## config.mk

```make
export PLATFORM = sky130hd
export DESIGN_NAME = fsa_ctrl
export DESIGN_NICKNAME = d
export VERILOG_FILES = /design/src/sv/frame_stack_accumulator_top_defines.svh /design/src/sv/fsa_pkg.sv /design/src/sv/fsa_ctrl.sv
export SDC_FILE = /design/constraint.sdc
export NUM_CORES = 1
export LEC_CHECK = 0
export ABC_AREA = 1
export BUFFER_PORTS_ARGS = -buffer_cell sky130_fd_sc_hd__buf_2
export CORE_AREA = 2 2 39 41
export DETAILED_ROUTE_END_ITERATION = 12
export DIE_AREA = 0 0 41 43
export SETUP_SLACK_MARGIN = 0.15
export SLEW_MARGIN = 40
export SYNTH_ARGS = -nofsm -noshare
export SYNTH_HDL_FRONTEND = slang
export SYNTH_SLANG_ARGS = --single-unit
export TNS_END_PERCENT = 20
```

## constraint.sdc

```tcl
create_clock -name clk -period 1.1 [get_ports clk]
set_input_delay 0.22 -clock clk [delete_from_list [all_inputs] [get_ports clk]]
set_output_delay 0.22 -clock clk [all_outputs]
set_load 0.005 [all_outputs]
```

## src/sv/frame_stack_accumulator_top_defines.svh

```systemverilog
// assertion macros for the frame stacking block
`ifndef FRAME_STACK_ACCUMULATOR_TOP_DEFINES_SVH
`define FRAME_STACK_ACCUMULATOR_TOP_DEFINES_SVH

`ifndef ASSERT_OFF

`define ASSERT_HOLDS(lbl, prop, msg) \
	lbl: assert property (@(posedge clk) disable iff (!arst_n) (prop)) \
		else $error(msg);

`define ASSERT_NEXT(lbl, ante, cons, msg) \
	lbl: assert property (@(posedge clk) disable iff (!arst_n) (ante) |=> (cons)) \
		else $error(msg);

`else

`define ASSERT_HOLDS(lbl, prop, msg)

`define ASSERT_NEXT(lbl, ante, cons, msg)

`endif

`endif

```

## src/sv/fsa_pkg.sv

```systemverilog
package fsa_pkg;

	localparam int INDEX_W = 16;
	localparam int DEPTH   = 2 ** INDEX_W;
	localparam int SUM_W   = 32;
	localparam int PIX_W   = 8;
	localparam int FC_W    = 16;
	localparam int NUM_W   = 48;
	localparam int DEN_W   = 40;
	localparam int QUO_W   = 8;
	localparam int CNT_W   = $clog2(QUO_W + 1);

	localparam logic [14:0] NORM_MUL = 15'd25599;

	typedef enum logic [1:0] {
		KIND_ACC  = 2'd0,
		KIND_SCAN = 2'd1,
		KIND_EMIT = 2'd2,
		KIND_NONE = 2'd3
	} kind_t;

	localparam logic [2:0] MODE_NORM  = 3'd0;
	localparam logic [2:0] MODE_RANGE = 3'd1;
	localparam logic [2:0] MODE_MIN   = 3'd2;
	localparam logic [2:0] MODE_MAX   = 3'd3;
	localparam logic [2:0] MODE_COUNT = 3'd4;
	localparam logic [2:0] MODE_MEAN  = 3'd5;

	localparam logic [1:0] REG_MODE   = 2'd0;
	localparam logic [1:0] REG_INVERT = 2'd1;
	localparam logic [1:0] REG_THRESH = 2'd2;
	localparam logic [1:0] REG_FILL   = 2'd3;

	typedef struct packed {
		logic [2:0]       mode;
		logic             invert;
		logic [PIX_W-1:0] thresh;
		logic [PIX_W-1:0] fill;
	} cfg_t;

	typedef struct packed {
		logic accept;
		logic exec;
		logic div_step;
		logic load_out;
	} dp_cmd_t;

	typedef struct packed {
		kind_t kind;
		logic  div_last;
		logic  out_full;
	} dp_stat_t;

	typedef struct packed {
		logic [SUM_W-1:0] sum;
		logic [PIX_W-1:0] mn;
		logic [PIX_W-1:0] mx;
		logic [PIX_W-1:0] nz;
	} entry_t;

endpackage

```

## src/sv/fsa_ctrl.sv

```systemverilog
module fsa_ctrl import fsa_pkg::*; (
	input  logic     clk,
	input  logic     arst_n,
	input  logic     in_valid,
	output logic     in_ready,
	input  logic     out_ready,
	input  dp_stat_t stat,
	output dp_cmd_t  cmd
);

	typedef enum logic [2:0] {
		ST_IDLE,
		ST_READ,
		ST_EXEC,
		ST_DIV,
		ST_FIN
	} state_t;

	state_t state_q;
	logic   ready_q;

	always_comb begin
		cmd.accept   = in_valid && ready_q;
		cmd.exec     = (state_q == ST_EXEC);
		cmd.div_step = (state_q == ST_DIV);
		cmd.load_out = (state_q == ST_FIN) && (!stat.out_full || out_ready);
	end

	assign in_ready = ready_q;

	always_ff @(posedge clk or negedge arst_n) begin
		if (!arst_n) begin
			state_q <= ST_IDLE;
			ready_q <= 1'b1;
		end else begin
			unique case (state_q)
				ST_IDLE: begin
					if (cmd.accept) begin
						state_q <= ST_READ;
						ready_q <= 1'b0;
					end
				end
				ST_READ: begin
					state_q <= ST_EXEC;
				end
				ST_EXEC: begin
					if (stat.kind == KIND_EMIT) begin
						state_q <= ST_DIV;
					end else begin
						state_q <= ST_IDLE;
						ready_q <= 1'b1;
					end
				end
				ST_DIV: begin
					if (stat.div_last) begin
						state_q <= ST_FIN;
					end
				end
				ST_FIN: begin
					// wait here while the previous result is still held
					if (cmd.load_out) begin
						state_q <= ST_IDLE;
						ready_q <= 1'b1;
					end
				end
				default: begin
					state_q <= ST_IDLE;
					ready_q <= 1'b1;
				end
			endcase
		end
	end

endmodule

```

==> results.tsv <==
metric	value	unit
outcome	complete, but fails checks	
violated checks	setup timing	
Power Total	1.16	mW
Power Density	2550	mW/mm2
top cell type's share of synthesized area	0.294	
static leakage	0.258	nW
CTS tree	yes	
Achievable Freq	0.786	GHz
initial core utilization	0.184	
Finished Core Util	0.329	
Hold Startpoint	stat[1]	
critical path type	flop to output port	
RSZ-0062 raised after global routing	true	
ANT cells	0	
Pre-Repair DR Iteration Count	2	
Synth Register Bits	4	
reg2reg start	state_q[1]$_DFFE_PN0P_	
most frequent cells in the layout	buf_2 (12), nand2_1 (7), buf_4 (6)	
DRC	0	
hold path depth	3	
first-pass GRT wire length	1090	um
synthesized netlist cell count	38	
R2R depth	7	
Slew @ Worst Pin	0.253	ns
largest net degree at the start of global routing	6	
most common cell after layout, fill and taps aside	buf_2	
Initial DRC Count	3	
Worst Hold End	state_q[2]$_DFFE_PN0P_	
number of synthesis warnings	0	
syn nets	46	
CP Data Required Time	0.88	ns
Critical Path AT	1.05	ns
Max Slew Vio Count	0	
Final setup viols	8	
root buffer cell	clkbuf_4	
Syn-to-layout area delta	78.4	%
cell accounting for the most synthesized area	dfrtp_1	
drt via density	3.99	
crit path time final	1.27	ns
Worst-Skew Late Latency	0.24	ns
ANT nets after route	0	
Rows	14	
Worst VDD drop	0.842	mV
Mapped Area	255	um2
Clock Skews	0.00440	ns
FF-to-FF End	state_q[2]$_DFFE_PN0P_	
die height	43	um
Post-Route WL	722	um
Clock Sinks	4	
layout cells sized above 1	0.623	
floorplan core area	0.00138	mm2
Final nets	70	
PnR worst setup slack	-0.172	ns
full die area	0.00176	mm2
Hold Path Class	primary input to flop	
total track usage	0.0987	
Critical Path Start Type	flop	
vias	307	
# port buffers	12	
total CTS buffers	3	
Avg Inst Size Synth	6.72	um2
Filler cells	152	
H-tree depth	1	
DR WL/cell	9.38	um
sequential share of the synthesized area	0.397	
slack of the worst reg-to-reg path	-0.05	ns
clk buf depth	2	
largest cells by area after synthesis	dfrtp_1 (29%), nand2_1 (15%), dfstp_2 (10%)	
CP Capture Type	output port	
Die X	41	um
Rel. slew slack	0.831	
Final period util	1.16	
crit-path max FO	4	
Distinct cells, synth	13	
initial antenna violation count	0	
Max Cap Viol	0	
clock-pin slew on the worst setup and hold paths	0.04	ns
Top-Level Pins	13	
Fin Setup TNS	-0.659	ns
post-DP HPWL	488	um
vias in the first global route	306	
grt total ovfl	0	
GP Congestion	0.711	
count of final hold-check violations	0	
## metrics by stage
stage	hold slack, ns	cells	instance area, um2	worst slack (ns)
3_5_place_dp	0.0319	67	345	0.00971
3_3_place_gp	0.0274	67	345	0.0223
6_report	0.225	77	455	-0.172
2_1_floorplan	-0.0756	38	258	0.0961
4_1_cts	0.227	73	399	-0.212
5_1_grt	0.239	77	455	-0.229
## layout make-up
| cell class | instances | area (um2) | area share |
|---|---|---|---|
| inverter | 8 | 30.0 | 0.0659 |
| multi-input combinational | 26 | 160 | 0.352 |
| clock buffer | 4 | 26.3 | 0.0577 |
| tap | 16 | 20.0 | 0.0440 |
| timing repair buffer | 19 | 115 | 0.253 |
| sequential | 4 | 104 | 0.228 |
## synth_stat cells
cell type  instances
nand3_1            5
o21a_1             1
a21oi_2            1
dfstp_2            1
nor2_1             5
inv_2              2
nand2_1           10
nor3_1             1
inv_1              6
nor4_1             1
nor2_2             1
or2_4              1
dfrtp_1            3
## sequential cells by signal, indices dropped and copies added (netlist names)
register,flops
in_ready,1
state_q,3
## how the worst max path moves through the flow
stage / from / to / slack, ns / depth (start not counted)
floorplan: in_ready$_DFFE_PN1P_ / in_ready$_DFFE_PN1P_ / 0.1 / 7
global placement: state_q[0]$_DFFE_PN0P_ / state_q[2]$_DFFE_PN0P_ / 0.02 / 6
detailed placement: state_q[0]$_DFFE_PN0P_ / state_q[2]$_DFFE_PN0P_ / 0.01 / 6
CTS: state_q[1]$_DFFE_PN0P_ / cmd[0] / -0.21 / 2
global route: state_q[0]$_DFFE_PN0P_ / cmd[0] / -0.23 / 2
finish: state_q[1]$_DFFE_PN0P_ / cmd[0] / -0.17 / 2
## worst max-delay path: stages, from the launching register on
cell	delay, ns
dfrtp_2	0.43
nor4_2	0.24
buf_2	0.15
## kinds of logic after synthesis
| logic type | after synthesis | share of synthesized area |
|---|---|---|
| compound gates | 2 | 0.0637 |
| buf+inv | 8 | 0.118 |
| flops | 4 | 0.397 |
| simple gates | 24 | 0.422 |
## metal layers
metal  wire [um]  vias to the layer above  track usage
met3          27                        4       0.0314
met2         403                        8        0.153
met4          21                        0        0.100
li1            -                      162            -
met5           0                        -            0
met1         270                      133       0.0909
## report_power, final
part	switching, mW	total (mW)	internal (mW)
logic	0.330	0.666	0.335
registers	0.0656	0.292	0.226
clock network	0.0682	0.205	0.137
total	0.464	1.16	0.698
## what timing repair did
item / in CTS / in global routing
setup buffers: 1 / 4
pin swaps: 5 / 3
gates resized for setup: 4 / 8
setup endpoints to repair: 9 / 9
hold buffers: 1 / 0
gates cloned: 0 / 0
endpoints found under the hold margin: 4 / 0
(Power assumes the default switching activity.)
